==> src/rtl/kdbp_pkg.sv <==
package kdbp_pkg;

  localparam int unsigned CAPACITY  = 64;
  localparam int unsigned ID_BITS   = 16;
  localparam int unsigned DIST_BITS = 24;

  localparam int unsigned BND_BITS  = DIST_BITS + 2;
  localparam int unsigned IDX_BITS  = $clog2(CAPACITY);
  localparam int unsigned CNT_BITS  = $clog2(CAPACITY + 1);
  localparam int unsigned K_BITS    = 7;

  localparam int unsigned ADDR_BITS    = 4;
  localparam int unsigned REG_IDX_BITS = 2;

  localparam logic [REG_IDX_BITS-1:0] REG_NEIGHBORS      = 2'd0;
  localparam logic [REG_IDX_BITS-1:0] REG_TARGET_BOUND   = 2'd1;
  localparam logic [REG_IDX_BITS-1:0] REG_TARGET_PARTIAL = 2'd2;

  localparam logic [K_BITS-1:0] NEIGHBORS_RESET = 7'd3;

  typedef struct packed {
    logic [ID_BITS-1:0]         id;
    logic signed [BND_BITS-1:0] lo;
    logic [BND_BITS-1:0]        up;
  } entry_t;

  localparam int unsigned ENTRY_BITS = $bits(entry_t);

endpackage

==> src/rtl/kdbp_if.sv <==
interface kdbp_row_if;
  logic                           valid;
  logic                           ready;
  logic [kdbp_pkg::ID_BITS-1:0]   cand_id;
  logic [kdbp_pkg::DIST_BITS-1:0] measured_distance;
  logic [kdbp_pkg::DIST_BITS-1:0] cand_bound;
  logic [kdbp_pkg::DIST_BITS-1:0] cand_partial_bound;
  logic                           set_end;

  modport source (
    output valid, cand_id, measured_distance, cand_bound, cand_partial_bound, set_end,
    input  ready
  );
  modport sink (
    input  valid, cand_id, measured_distance, cand_bound, cand_partial_bound, set_end,
    output ready
  );
endinterface

interface kdbp_surv_if;
  logic                         valid;
  logic                         ready;
  logic [kdbp_pkg::ID_BITS-1:0] survivor_id;
  logic                         last_survivor;
  logic                         dropped_rows;

  modport source (
    output valid, survivor_id, last_survivor, dropped_rows,
    input  ready
  );
  modport sink (
    input  valid, survivor_id, last_survivor, dropped_rows,
    output ready
  );
endinterface

==> src/rtl/kdbp_ram.sv <==
module kdbp_ram #(
  parameter int unsigned WIDTH = 8,
  parameter int unsigned DEPTH = 16
) (
  input  logic                     clk_i,
  input  logic                     we_i,
  input  logic [$clog2(DEPTH)-1:0] waddr_i,
  input  logic [WIDTH-1:0]         wdata_i,
  input  logic                     re_i,
  input  logic [$clog2(DEPTH)-1:0] raddr_i,
  output logic [WIDTH-1:0]         rdata_o
);

  logic [WIDTH-1:0] mem_q [DEPTH];
  logic [WIDTH-1:0] rdata_q;

  always_ff @(posedge clk_i) begin
    if (we_i) begin
      mem_q[waddr_i] <= wdata_i;
    end
    if (re_i) begin
      rdata_q <= mem_q[raddr_i];
    end
  end

  assign rdata_o = rdata_q;

endmodule

==> src/rtl/knn_distance_bound_prune.sv <==
// Row without set end: the id search walks the entry memory one read and one compare
// per entry, then the entry is written and the block returns to ready.
// Row with set end: further bit-by-bit k-th selection over DIST_BITS+2 bits, then
// emission and a closing state, all on the single memory read port.
// Reset (rst_ni low, asynchronous) clears the count, the drop flag, the sequencer
// and restores register defaults; the entry memory needs no clearing pass.
module knn_distance_bound_prune (
  input  logic                              clk_i,
  input  logic                              rst_ni,
  kdbp_row_if.sink                          in_i,
  kdbp_surv_if.source                       out_o,
  input  logic                              psel,
  input  logic                              penable,
  input  logic                              pwrite,
  input  logic [kdbp_pkg::ADDR_BITS-1:0]    paddr,
  input  logic [31:0]                       pwdata,
  output logic [31:0]                       prdata,
  output logic                              pready
);

  localparam int unsigned IB = kdbp_pkg::ID_BITS;
  localparam int unsigned DB = kdbp_pkg::DIST_BITS;
  localparam int unsigned BB = kdbp_pkg::BND_BITS;
  localparam int unsigned XB = kdbp_pkg::IDX_BITS;
  localparam int unsigned CB = kdbp_pkg::CNT_BITS;
  localparam int unsigned KB = kdbp_pkg::K_BITS;

  typedef enum logic [3:0] {
    ST_IDLE,
    ST_SRD,
    ST_SCHK,
    ST_WR,
    ST_PRD,
    ST_PCHK,
    ST_ERD,
    ST_ECHK,
    ST_FIN
  } state_e;

  // configuration
  logic [KB-1:0] k_q;
  logic [DB-1:0] tb_q;
  logic [DB-1:0] tpb_q;
  logic          cfg_we;
  logic [kdbp_pkg::REG_IDX_BITS-1:0] cfg_idx;

  assign pready  = 1'b1;
  assign cfg_idx = paddr[kdbp_pkg::REG_IDX_BITS+1:2];
  assign cfg_we  = psel && penable && pwrite;

  always_ff @(posedge clk_i or negedge rst_ni) begin
    if (!rst_ni) begin
      k_q   <= kdbp_pkg::NEIGHBORS_RESET;
      tb_q  <= '0;
      tpb_q <= '0;
    end else if (cfg_we) begin
      case (cfg_idx)
        kdbp_pkg::REG_NEIGHBORS:      k_q   <= pwdata[KB-1:0];
        kdbp_pkg::REG_TARGET_BOUND:   tb_q  <= pwdata[DB-1:0];
        kdbp_pkg::REG_TARGET_PARTIAL: tpb_q <= pwdata[DB-1:0];
        default: ;
      endcase
    end
  end

  always_comb begin
    case (cfg_idx)
      kdbp_pkg::REG_NEIGHBORS:      prdata = 32'(k_q);
      kdbp_pkg::REG_TARGET_BOUND:   prdata = 32'(tb_q);
      kdbp_pkg::REG_TARGET_PARTIAL: prdata = 32'(tpb_q);
      default:                      prdata = '0;
    endcase
  end

  // sequencer state
  state_e               st_q;
  logic [CB-1:0]        cnt_q;
  logic                 ovf_q;
  logic [CB-1:0]        idx_q;
  logic                 found_q;
  logic [IB-1:0]        row_id_q;
  logic signed [BB-1:0] row_lo_q;
  logic [BB-1:0]        row_up_q;
  logic                 row_end_q;
  logic [KB-1:0]        krem_q;
  logic [CB-1:0]        c0_q;
  logic [BB-1:0]        prefix_q;
  logic [BB-1:0]        mask_q;
  logic [BB-1:0]        bitoh_q;
  logic                 held_v_q;
  logic [IB-1:0]        held_id_q;
  logic                 out_valid_q;
  logic [IB-1:0]        out_id_q;
  logic                 out_last_q;
  logic                 out_drop_q;

  // memory port
  logic                          ram_we;
  logic                          ram_re;
  logic [XB-1:0]                 ram_addr;
  logic [kdbp_pkg::ENTRY_BITS-1:0] ram_rdata;
  kdbp_pkg::entry_t              wr_entry;
  kdbp_pkg::entry_t              rd_entry;

  logic                 in_beat;
  logic                 out_free;
  logic signed [BB-1:0] lo_new;
  logic [BB-1:0]        up_new;
  logic                 last_ent;
  logic                 hit;
  logic [CB-1:0]        c_sum;
  logic                 keep;
  logic [KB-1:0]        k_eff;
  logic                 emit;

  assign in_beat  = in_i.valid && in_i.ready;
  assign out_free = !out_valid_q || out_o.ready;
  assign in_i.ready = (st_q == ST_IDLE);

  assign lo_new = $signed(BB'(in_i.measured_distance) - BB'(in_i.cand_partial_bound)
                          - BB'(tpb_q));
  assign up_new = BB'(in_i.measured_distance) + BB'(in_i.cand_bound) + BB'(tb_q);

  assign rd_entry = kdbp_pkg::entry_t'(ram_rdata);
  assign last_ent = (idx_q + CB'(1)) == cnt_q;
  assign hit      = (((rd_entry.up ^ prefix_q) & mask_q) == '0)
                    && ((rd_entry.up & bitoh_q) == '0);
  assign c_sum    = c0_q + CB'(hit);
  assign keep     = rd_entry.lo <= $signed({1'b0, prefix_q});
  assign k_eff    = (k_q == '0) ? KB'(1) : k_q;
  assign emit     = out_free && held_v_q &&
                    (((st_q == ST_ECHK) && keep) || (st_q == ST_FIN));

  assign ram_re   = (st_q == ST_SRD) || (st_q == ST_PRD) || (st_q == ST_ERD);
  assign ram_we   = (st_q == ST_WR) && (found_q || (cnt_q < CB'(kdbp_pkg::CAPACITY)));
  assign ram_addr = idx_q[XB-1:0];
  assign wr_entry = '{id: row_id_q, lo: row_lo_q, up: row_up_q};

  kdbp_ram #(
    .WIDTH (kdbp_pkg::ENTRY_BITS),
    .DEPTH (kdbp_pkg::CAPACITY)
  ) u_store (
    .clk_i   (clk_i),
    .we_i    (ram_we),
    .waddr_i (ram_addr),
    .wdata_i (wr_entry),
    .re_i    (ram_re),
    .raddr_i (ram_addr),
    .rdata_o (ram_rdata)
  );

  always_ff @(posedge clk_i or negedge rst_ni) begin
    if (!rst_ni) begin
      st_q        <= ST_IDLE;
      cnt_q       <= '0;
      ovf_q       <= 1'b0;
      idx_q       <= '0;
      found_q     <= 1'b0;
      row_id_q    <= '0;
      row_lo_q    <= '0;
      row_up_q    <= '0;
      row_end_q   <= 1'b0;
      krem_q      <= '0;
      c0_q        <= '0;
      prefix_q    <= '0;
      mask_q      <= '0;
      bitoh_q     <= '0;
      held_v_q    <= 1'b0;
      held_id_q   <= '0;
      out_valid_q <= 1'b0;
      out_id_q    <= '0;
      out_last_q  <= 1'b0;
      out_drop_q  <= 1'b0;
    end else begin
      if (out_valid_q && out_o.ready && !emit) begin
        out_valid_q <= 1'b0;
      end
      case (st_q)
        ST_IDLE: begin
          if (in_beat) begin
            row_id_q  <= in_i.cand_id;
            row_lo_q  <= lo_new;
            row_up_q  <= up_new;
            row_end_q <= in_i.set_end;
            idx_q     <= '0;
            found_q   <= 1'b0;
            st_q      <= (cnt_q == '0) ? ST_WR : ST_SRD;
          end
        end
        ST_SRD: st_q <= ST_SCHK;
        ST_SCHK: begin
          if (rd_entry.id == row_id_q) begin
            found_q <= 1'b1;
            st_q    <= ST_WR;
          end else if (last_ent) begin
            idx_q <= cnt_q;
            st_q  <= ST_WR;
          end else begin
            idx_q <= idx_q + CB'(1);
            st_q  <= ST_SRD;
          end
        end
        ST_WR: begin
          if (!found_q) begin
            if (cnt_q < CB'(kdbp_pkg::CAPACITY)) begin
              cnt_q <= cnt_q + CB'(1);
            end else begin
              ovf_q <= 1'b1;
            end
          end
          idx_q    <= '0;
          krem_q   <= k_eff;
          c0_q     <= '0;
          prefix_q <= '0;
          mask_q   <= '0;
          bitoh_q  <= {1'b1, {(BB-1){1'b0}}};
          held_v_q <= 1'b0;
          st_q     <= row_end_q ? ST_PRD : ST_IDLE;
        end
        ST_PRD: st_q <= ST_PCHK;
        ST_PCHK: begin
          if (last_ent) begin
            // settle this bit of the threshold
            if (KB'(c_sum) < krem_q) begin
              prefix_q <= prefix_q | bitoh_q;
              krem_q   <= krem_q - KB'(c_sum);
            end
            mask_q  <= mask_q | bitoh_q;
            bitoh_q <= bitoh_q >> 1;
            c0_q    <= '0;
            idx_q   <= '0;
            st_q    <= bitoh_q[0] ? ST_ERD : ST_PRD;
          end else begin
            c0_q  <= c_sum;
            idx_q <= idx_q + CB'(1);
            st_q  <= ST_PRD;
          end
        end
        ST_ERD: st_q <= ST_ECHK;
        ST_ECHK: begin
          if (!(keep && held_v_q && !out_free)) begin
            if (keep) begin
              if (held_v_q) begin
                out_valid_q <= 1'b1;
                out_id_q    <= held_id_q;
                out_last_q  <= 1'b0;
                out_drop_q  <= ovf_q;
              end
              held_id_q <= rd_entry.id;
              held_v_q  <= 1'b1;
            end
            if (last_ent) begin
              st_q <= ST_FIN;
            end else begin
              idx_q <= idx_q + CB'(1);
              st_q  <= ST_ERD;
            end
          end
        end
        ST_FIN: begin
          if (!held_v_q || out_free) begin
            if (held_v_q) begin
              out_valid_q <= 1'b1;
              out_id_q    <= held_id_q;
              out_last_q  <= 1'b1;
              out_drop_q  <= ovf_q;
            end
            held_v_q <= 1'b0;
            cnt_q    <= '0;
            ovf_q    <= 1'b0;
            st_q     <= ST_IDLE;
          end
        end
        default: st_q <= ST_IDLE;
      endcase
    end
  end

  assign out_o.valid         = out_valid_q;
  assign out_o.survivor_id   = out_id_q;
  assign out_o.last_survivor = out_last_q;
  assign out_o.dropped_rows  = out_drop_q;

  a_count_bound : assert property (@(posedge clk_i) disable iff (!rst_ni)
    cnt_q <= CB'(kdbp_pkg::CAPACITY))
    else $error("entry count beyond capacity");

  a_port_excl : assert property (@(posedge clk_i) disable iff (!rst_ni)
    !(ram_we && ram_re))
    else $error("memory read and write in one cycle");

  a_row_order : assert property (@(posedge clk_i) disable iff (!rst_ni)
    (st_q == ST_WR) |-> (row_lo_q <= $signed({1'b0, row_up_q})))
    else $error("lower bound above upper bound");

  a_rank_left : assert property (@(posedge clk_i) disable iff (!rst_ni)
    (st_q == ST_PRD || st_q == ST_PCHK) |-> (krem_q != '0))
    else $error("selection rank exhausted");

  a_fin_empty : assert property (@(posedge clk_i) disable iff (!rst_ni)
    (st_q == ST_FIN && (!held_v_q || out_free)) |=> (cnt_q == '0 && !ovf_q))
    else $error("store not emptied after set end");

endmodule

==> src/flat_wrapper.sv <==
// flat-port wrapper written by rule: the top's interface ports become plain ports
module knn_distance_bound_prune_flat 
  (clk_i, rst_ni, psel, penable, pwrite, paddr, pwdata, prdata, pready, in_i_valid, in_i_cand_id, in_i_measured_distance, in_i_cand_bound, in_i_cand_partial_bound, in_i_set_end, in_i_ready, out_o_valid, out_o_survivor_id, out_o_last_survivor, out_o_dropped_rows, out_o_ready);
  kdbp_row_if in_i_i ();
  kdbp_surv_if out_o_i ();
  input  logic clk_i;
  input  logic rst_ni;
  input  logic psel;
  input  logic penable;
  input  logic pwrite;
  input  logic [kdbp_pkg::ADDR_BITS-1:0] paddr;
  input  logic [31:0] pwdata;
  output logic [31:0] prdata;
  output logic pready;
  input wire logic [$bits(in_i_i.valid)-1:0] in_i_valid;
  input wire logic [$bits(in_i_i.cand_id)-1:0] in_i_cand_id;
  input wire logic [$bits(in_i_i.measured_distance)-1:0] in_i_measured_distance;
  input wire logic [$bits(in_i_i.cand_bound)-1:0] in_i_cand_bound;
  input wire logic [$bits(in_i_i.cand_partial_bound)-1:0] in_i_cand_partial_bound;
  input wire logic [$bits(in_i_i.set_end)-1:0] in_i_set_end;
  output wire logic [$bits(in_i_i.ready)-1:0] in_i_ready;
  output wire logic [$bits(out_o_i.valid)-1:0] out_o_valid;
  output wire logic [$bits(out_o_i.survivor_id)-1:0] out_o_survivor_id;
  output wire logic [$bits(out_o_i.last_survivor)-1:0] out_o_last_survivor;
  output wire logic [$bits(out_o_i.dropped_rows)-1:0] out_o_dropped_rows;
  input wire logic [$bits(out_o_i.ready)-1:0] out_o_ready;
  assign in_i_i.valid = in_i_valid;
  assign in_i_i.cand_id = in_i_cand_id;
  assign in_i_i.measured_distance = in_i_measured_distance;
  assign in_i_i.cand_bound = in_i_cand_bound;
  assign in_i_i.cand_partial_bound = in_i_cand_partial_bound;
  assign in_i_i.set_end = in_i_set_end;
  assign in_i_ready = in_i_i.ready;
  assign out_o_valid = out_o_i.valid;
  assign out_o_survivor_id = out_o_i.survivor_id;
  assign out_o_last_survivor = out_o_i.last_survivor;
  assign out_o_dropped_rows = out_o_i.dropped_rows;
  assign out_o_i.ready = out_o_ready;
  knn_distance_bound_prune u_core (.clk_i(clk_i), .rst_ni(rst_ni), .in_i(in_i_i), .out_o(out_o_i), .psel(psel), .penable(penable), .pwrite(pwrite), .paddr(paddr), .pwdata(pwdata), .prdata(prdata), .pready(pready));
endmodule
==> config.mk <==
export PLATFORM = sky130hd
export DESIGN_NAME = knn_distance_bound_prune_flat
export DESIGN_NICKNAME = d
export VERILOG_FILES = /design/src/rtl/kdbp_pkg.sv /design/src/rtl/kdbp_if.sv /design/src/rtl/kdbp_ram.sv /design/src/rtl/knn_distance_bound_prune.sv /design/src/flat_wrapper.sv
export SDC_FILE = /design/constraint.sdc
export NUM_CORES = 2
export LEC_CHECK = 0
export BUFFER_PORTS_ARGS = -buffer_cell sky130_fd_sc_hd__buf_2
export CORE_ASPECT_RATIO = 0.75
export CORE_UTILIZATION = 50
export CTS_CLUSTER_DIAMETER = 30
export DETAILED_ROUTE_END_ITERATION = 10
export HOLD_SLACK_MARGIN = 0.02
export PLACE_DENSITY_LB_ADDON = 0.15
export SLEW_MARGIN = 20
export SYNTH_ARGS = -nofsm -noshare
export SYNTH_HDL_FRONTEND = slang
export SYNTH_MEMORY_MAX_BITS = 65536
export SYNTH_SLANG_ARGS = --single-unit
==> constraint.sdc <==
create_clock -name clk_i -period 10.1 [get_ports clk_i]
set_clock_uncertainty 0.1 [all_clocks]
set_input_delay 1.515 -clock clk_i [delete_from_list [all_inputs] [get_ports clk_i]]
set_output_delay 1.515 -clock clk_i [all_outputs]
set_load 0.02 [all_outputs]
## Word-level counts from Yosys, hierarchy flattened

Memories as Yosys holds them, arrays and structs flattened. A register that Yosys moved wholly into a read port is not among the register bits.
Cells that the tools add are included.

- Add/subtract/negate cells: 8
- $lt $le $gt $ge: 3
- Equality and inequality tests: 26
- Mux-type cells: 70
- Bitwise gates (word level): 6
- Reductions and logical operators: 49

Operator list:

| kind | count |
|---|---|
| 26-bit case mux with 2 select lines | 3 |
| 26-bit 2-to-1 mux | 4 |
| 7-bit 2-to-1 mux | 13 |
| 24-bit case mux with 3 select lines | 1 |
| 16-bit 2-to-1 mux | 4 |
| 26-bit AND | 2 |
| 26-bit logical NOT | 2 |
| 26-bit bitwise OR | 2 |
| 7-bit case mux with 2 select lines | 3 |
| 4-bit case mux with 9 select lines | 1 |
| 7-bit case mux with 5 select lines | 1 |
| 16-bit case mux with 2 select lines | 1 |
| 26-bit by 27-bit less-or-equal comparator with 1-bit output | 1 |
| 26-bit by 24-bit adder with 26-bit output | 1 |
| 26-bit by 24-bit subtractor with 26-bit output | 1 |
| 26-bit bitwise XOR | 1 |
| 24-bit by 24-bit adder with 25-bit output | 1 |
| 24-bit by 24-bit subtractor with 25-bit output | 1 |
| 4-bit 2-to-1 mux | 6 |
| 1-bit 2-to-1 mux | 23 |
| 16-bit == test | 1 |
| 4-bit by 3-bit == test with 1-bit output (second input constant) | 4 |
| 2-bit != test (second input constant) | 8 |
| 4-bit AND reduction | 4 |
| other kinds (30) | 73 |

- Bits in registers: 272
- Bits in writable memories: 4,352
- Bits of input ports: 132
- Output and inout port bits: 53
- Word-level logic and storage cells: 186
- Memories kept: 1

Memories:

| memory | words | bits a word | rd ports | clocked after memory_dff | wr ports | line | text |
|---|---|---|---|---|---|---|---|
| u_core.u_store.mem_q | 64 | 68 | 1 | 1 | 1 | kdbp_ram.sv:14 | `logic [WIDTH-1:0] mem_q [DEPTH];` |

## Logic depth before layout (Yosys ltp)

- Word-level depth: 11
- Gate-level depth with buffers: 22
- Gate-level depth less buffers: 22

## Modules after synthesis

A second synthesis with hierarchy kept.

- Cells, all modules: 8,708
- Area total of the unflattened synthesis: 182,511.3 µm²

By module, submodules not included:

| module | times used | cells each | area each (µm²) |
|---|---|---|---|
| kdbp_ram | 1 | 7,062 | 166,018.0 |
| knn_distance_bound_prune | 1 | 1,646 | 16,493.3 |

## Worst setup path after synthesis

OpenSTA, ideal clock, no wires.

- Path kind: register to register
- Start point: register u_core.idx_q[2]
- End point: memory u_core.u_store.mem_q[0][0] (netlist bit) (enable)
- Setup time: 0.495 ns
- Arrival time: 4.766 ns
- Slack: 4.739 ns
- Stages on the path, launching flop included: 8
- Path through: dfrtp_1 buf_2 nor3_1 buf_2 buf_1 clkbuf_1 nand2_1 nor2_1

RTL lines:

| element | line | text |
|---|---|---|
| start: declaration | knn_distance_bound_prune.sv:79 | `logic [CB-1:0] idx_q;` |
| start signal: assignment | knn_distance_bound_prune.sv:196 | `idx_q <= cnt_q;` |
| start signal: assignment | knn_distance_bound_prune.sv:199 | `idx_q <= idx_q + CB'(1);` |
| start signal: assignment | knn_distance_bound_prune.sv:235 | `idx_q <= idx_q + CB'(1);` |
| end: declaration | kdbp_ram.sv:14 |  |

Straight into the memory's write port.

## Worst setup path in the final report

- Start point: register u_core.u_store.rdata_q[6], in the netlist u_core.u_store.rdata_o[6] (read register of u_core.u_store.mem_q)
- End point: register u_core.krem_q[5]

- Word-level cells in the longest chain between the ends: 9

Ends and longest elaborated chain:

| element | line | text |
|---|---|---|
| start: declaration | kdbp_ram.sv:15 | `logic [WIDTH-1:0] rdata_q;` |
| 26-bit bitwise XOR | knn_distance_bound_prune.sv:126 | `assign hit = (((rd_entry.up ^ prefix_q) & mask_q) == '0)` |
| 26-bit AND | knn_distance_bound_prune.sv:126 |  |
| 26-bit logical NOT | knn_distance_bound_prune.sv:126 |  |
| 1-bit logical AND * | knn_distance_bound_prune.sv:127 | `&& ((rd_entry.up & bitoh_q) == '0);` |
| 7-bit by 1-bit adder with 7-bit output * | knn_distance_bound_prune.sv:128 | `assign c_sum = c0_q + CB'(hit);` |
| 7-bit subtractor | knn_distance_bound_prune.sv:226 | `krem_q <= krem_q - KB'(c_sum);` |
| 7-bit 2-to-1 mux | knn_distance_bound_prune.sv:224 | `if (KB'(c_sum) < krem_q) begin` |
| 7-bit 2-to-1 mux | knn_distance_bound_prune.sv:222 | `if (last_ent) begin` |
| 7-bit case mux with 2 select lines | knn_distance_bound_prune.sv:178 | `case (st_q)` |
| end signal: assignment | knn_distance_bound_prune.sv:212 | `krem_q <= k_eff;` |
| end signal: assignment | knn_distance_bound_prune.sv:226 |  |
| end: declaration | knn_distance_bound_prune.sv:85 | `logic [KB-1:0] krem_q;` |

Every way passes the cells marked *; elsewhere a longest branch is shown, timed or not. The select of a mux whose other input is x is not followed.
A chain may end at the register's enable or synchronous reset.

==> impl_summary.txt <==
----------------------------------------------------
[Global route]
  Largest net degree at the start of global routing ... 133
  GRT overflow ... 0
  Number of global-route vias before repair ... 102000
  Global-route wire length before repair ... 824000 um
  Number of antenna violations at the first check in global routing ... 46
  GRT Total Usage ... about a third

[Logic synthesis]
  Number of enable flip-flop cells after synthesis ... 4420
  Cells taking the most area after synthesis ... sky130_fd_sc_hd__edfxtp_1, sky130_fd_sc_hd__a22oi_1, sky130_fd_sc_hd__dfrtp_1
  Total of flip-flops plus latches after synthesis ... ~4700
  Sequential fraction of the synthesis area ... 79.8%
  Fraction of synthesis flops using an asynchronous set or reset pin ... slightly below 6%
  Synth area leader ... sky130_fd_sc_hd__edfxtp_1
  Ys Warns ... 0
  Gate Count Post-Synth ... 9845
  Top_reg_cell synth ... sky130_fd_sc_hd__edfxtp_1
  Unique masters post-synth ... 88
  Average cell area after synthesis ... around 18 um2
  Commonest cells in the netlist ... sky130_fd_sc_hd__edfxtp_1, sky130_fd_sc_hd__a22oi_1, sky130_fd_sc_hd__a22o_1
  Netlist area before placement ... 175000 um2
  Cell with the most instances after synthesis ... sky130_fd_sc_hd__edfxtp_1
  Share of Yosys cell area claimed by the top area cell type ... 75.9%

[STA]
  Min cycle time layout ... about 5.5 ns
  RSZ-0062 raised after global routing ... false
  Worst relative slew slack ... 16.7%
  # setup viols final ... 0
  Pins over their slew limit ... 0
  Maximum operating frequency ... 0.180 GHz
  Fin Hold WS ... 0.380 ns
  Worst-Margin Slew ... 1.25 ns
  Final-layout setup total negative slack ... 0 ns
  Final worst path period share ... 54.9%
  Final hold vios ... 0

[Route]
  DRC ... 0
  Vias ... 109000
  Violation count after the first detailed-route iteration ... around 20000
  Routed Antenna Nets ... 0
  Avg Vias per Cell ... a little under 7
  DRT Wirelength ... 608000 um
  First-pass detailed-route iteration total ... 6
  Average detailed-routed wire length per instance ... around 40 um

[Floorplanning]
  CORE AREA ... 347000 um2
  Width of the die ... 685 um
  Number of placement rows ... ~190
  Number of top-level pins ... 185
  Total Die Area ... 352000 um2
  Starting utilization of the core area ... a little over 50%
  DIE HEIGHT ... roughly 510 um

[Worst hold path]
  Min-delay worst type ... flop to flop

[Clock tree]
  TritonCTS sink count ... 4692
  Count of buffers added by post-CTS timing repair for setup ... 0
  Depth of the CTS H-tree ... 6
  Worst-Skew Late Latency ... between 0.9 and 1 ns
  Cell at the root of the clock tree ... sky130_fd_sc_hd__clkbuf_16
  TritonCTS clock tree ... yes
  Maximum buffer depth of the clock tree ... 4
  # resized after CTS ... 0
  Hold-fix buffers at CTS ... 0
  Number of buffers created by CTS ... 650
  Clock edge transition at the registers on the reported setup and hold paths ... 0.06 ns

[Cells and area]
  Final net count ... 10700
  Ratio of cells with drive above 1 in the final layout ... 16.9%
  Area growth from synthesis to layout ... 17.5%
  Final std cell area, no fill ... 205000 um2

[Setup path]
  Kind of end point of the critical path ... flop
  Worst Path Max Fanout ... 27
  Worst Setup Path Type ... flop to flop
  Flop-to-flop setup slack ... 4.55 ns
  Data required time at the worst endpoint ... 10.87 ns
  Critical Path AT ... between 6 and 7 ns
  Nature of the critical path startpoint ... flop

[Power and ir drop]
  Power per Cell Area ... 301 nW/um2
  Static Leakage ... 0.0665 uW
  IR Drop Worst-Case VDD ... around 0.31 mV

[Placed design]
  HPWL after DPL ... 313000 um
  Global placer's final weighted congestion ... 0.884
  Total cell area at the placement stage ... around 180000 um2
  IO Port Bufs ... 165

[Flow run]
  # Max-Cap Violations ... 0

[Status]
  Outcome ... completed

----------------------------------------------------
==> registers in the layout (all words and copies together) (netlist names), 24 cells and up <==
| name | cells |
|---|---|
| u_core.bitoh_q | 26 |
| u_core.mask_q | 26 |
| u_core.prefix_q | 26 |
| u_core.row_lo_q | 26 |
| u_core.row_up_q | 26 |
| u_core.tb_q | 24 |
| u_core.tpb_q | 24 |
| u_core.u_store.mem_q | 4352 |
| u_core.u_store.rdata_o | 68 |
==> cells in the final DEF, fill, tap and decap left out, drive strengths merged, types with 15 or more instances in the layout <==
cell type,instances
edfxtp,4420
a22oi,1426
clkbuf,732
buf,510
a22o,454
a221oi,392
a31oi,361
dfrtp,270
a21oi,238
inv,220
clkinv,196
nand2,191
nor2,168
nand4,158
o21ai,153
ha,135
nand3,98
mux2,96
bufinv,89
xor2,74
clkinvlp,73
nor4,72
xnor2,66
diode,45
a41oi,45
a21o,29
nor3,29
o211ai,24
o21a,20
nor2b,15
==> through the flow <==
stage | instances | util (%) | total power [uW] | worst slack [ns]
2_1_floorplan | 9852 | - | 32700 | 4.74
3_3_place_gp | 14400 | 52.6 | 37900 | 3.70
3_5_place_dp | 14400 | 52.6 | 38200 | 3.73
4_1_cts | 15600 | 59.1 | 61500 | 4.67
5_1_grt | 15600 | 59.2 | 63300 | 4.30
6_report | 15600 | 59.2 | 61800 | 4.55
==> kinds of logic after synthesis <==
logic type               after synthesis  synth area share [%]
flip-flops                          4692                  79.8
AO/OA/AOI/OAI                       3229                  13.8
AND/OR/NAND/NOR                      801                  2.30
buffers and inverters                736                  1.70
adder cells (fa/ha/maj)              140                  1.02
XOR/XNOR                             140                 0.701
multiplexers                         105                 0.683
other                                  2               0.00430
==> critical path, cell delays in order, from the launching register on <==
cell and delay, ns:
sky130_fd_sc_hd__edfxtp_1 0.48, sky130_fd_sc_hd__a22o_1 0.28, sky130_fd_sc_hd__a221oi_1 0.33, sky130_fd_sc_hd__nand3_1 0.15, sky130_fd_sc_hd__nor2_1 0.15, sky130_fd_sc_hd__nand4_1 0.15
sky130_fd_sc_hd__nor4_2 0.21, sky130_fd_sc_hd__buf_4 0.28, sky130_fd_sc_hd__ha_1 0.26, sky130_fd_sc_hd__ha_1 0.26, sky130_fd_sc_hd__xnor2_1 0.11, sky130_fd_sc_hd__ha_1 0.35
sky130_fd_sc_hd__o21ai_0 0.13, sky130_fd_sc_hd__a21boi_1 0.23, sky130_fd_sc_hd__o21ai_0 0.13, sky130_fd_sc_hd__a21oi_1 0.20, sky130_fd_sc_hd__o21a_1 0.14, sky130_fd_sc_hd__o221a_2 0.90
sky130_fd_sc_hd__nor2_4 0.18, sky130_fd_sc_hd__mux2_1 0.38
==> metal layers <==
layer / global-route usage (%) / vias up / wire length [um] / share of wire (%)
li1: - / 42600 / - / -
met1: 49.3 / 55900 / 235000 / 39
met2: 47.8 / 8887 / 258000 / 42
met3: 9.51 / 1247 / 88900 / 15
met4: 13.4 / 26 / 26300 / 4.3
met5: 0 / - / 174 / 0.029
==> report_power, final <==
part           internal (uW)  switching, uW  leakage, uW
combinational           3460           8900       0.0122
sequential             24500           1420       0.0435
clock                  14500           8980       0.0108
total                  42500          19300       0.0665
==> area by class of cell <==
| type | instances | area (um2) |
|---|---|---|
| inverters | 115 | 432 |
| diodes | 45 | 113 |
| fillers | 25400 | 142000 |
| clock inverters | 463 | 5600 |
| multi-input cells | 4424 | 33000 |
| repair buffers | 510 | 3940 |
| flip-flops and latches | 4692 | 140000 |
| clock buffers | 732 | 16900 |
| well taps | 4630 | 5790 |
==> path summary, 6_finish.rpt <==
| path | startpoint | cells past startpoint | to |
|---|---|---|---|
| max in group asynchronous | rst_ni | 2 | u_core.prefix_q[24] |
| hold / removal | u_core.out_o.survivor_id[15] | 1 | u_core.out_o.survivor_id[15] |
| setup / recovery | u_core.u_store.rdata_o[6] | 19 | u_core.krem_q[5] |
| setup reg to reg | u_core.u_store.rdata_o[6] | 19 | u_core.krem_q[5] |
| min in group asynchronous | rst_ni | 1 | u_core.out_o.survivor_id[11] |
| hold reg to reg | u_core.out_o.survivor_id[15] | 1 | u_core.out_o.survivor_id[15] |
No activity file was read; power rests on OpenSTA's default activity.
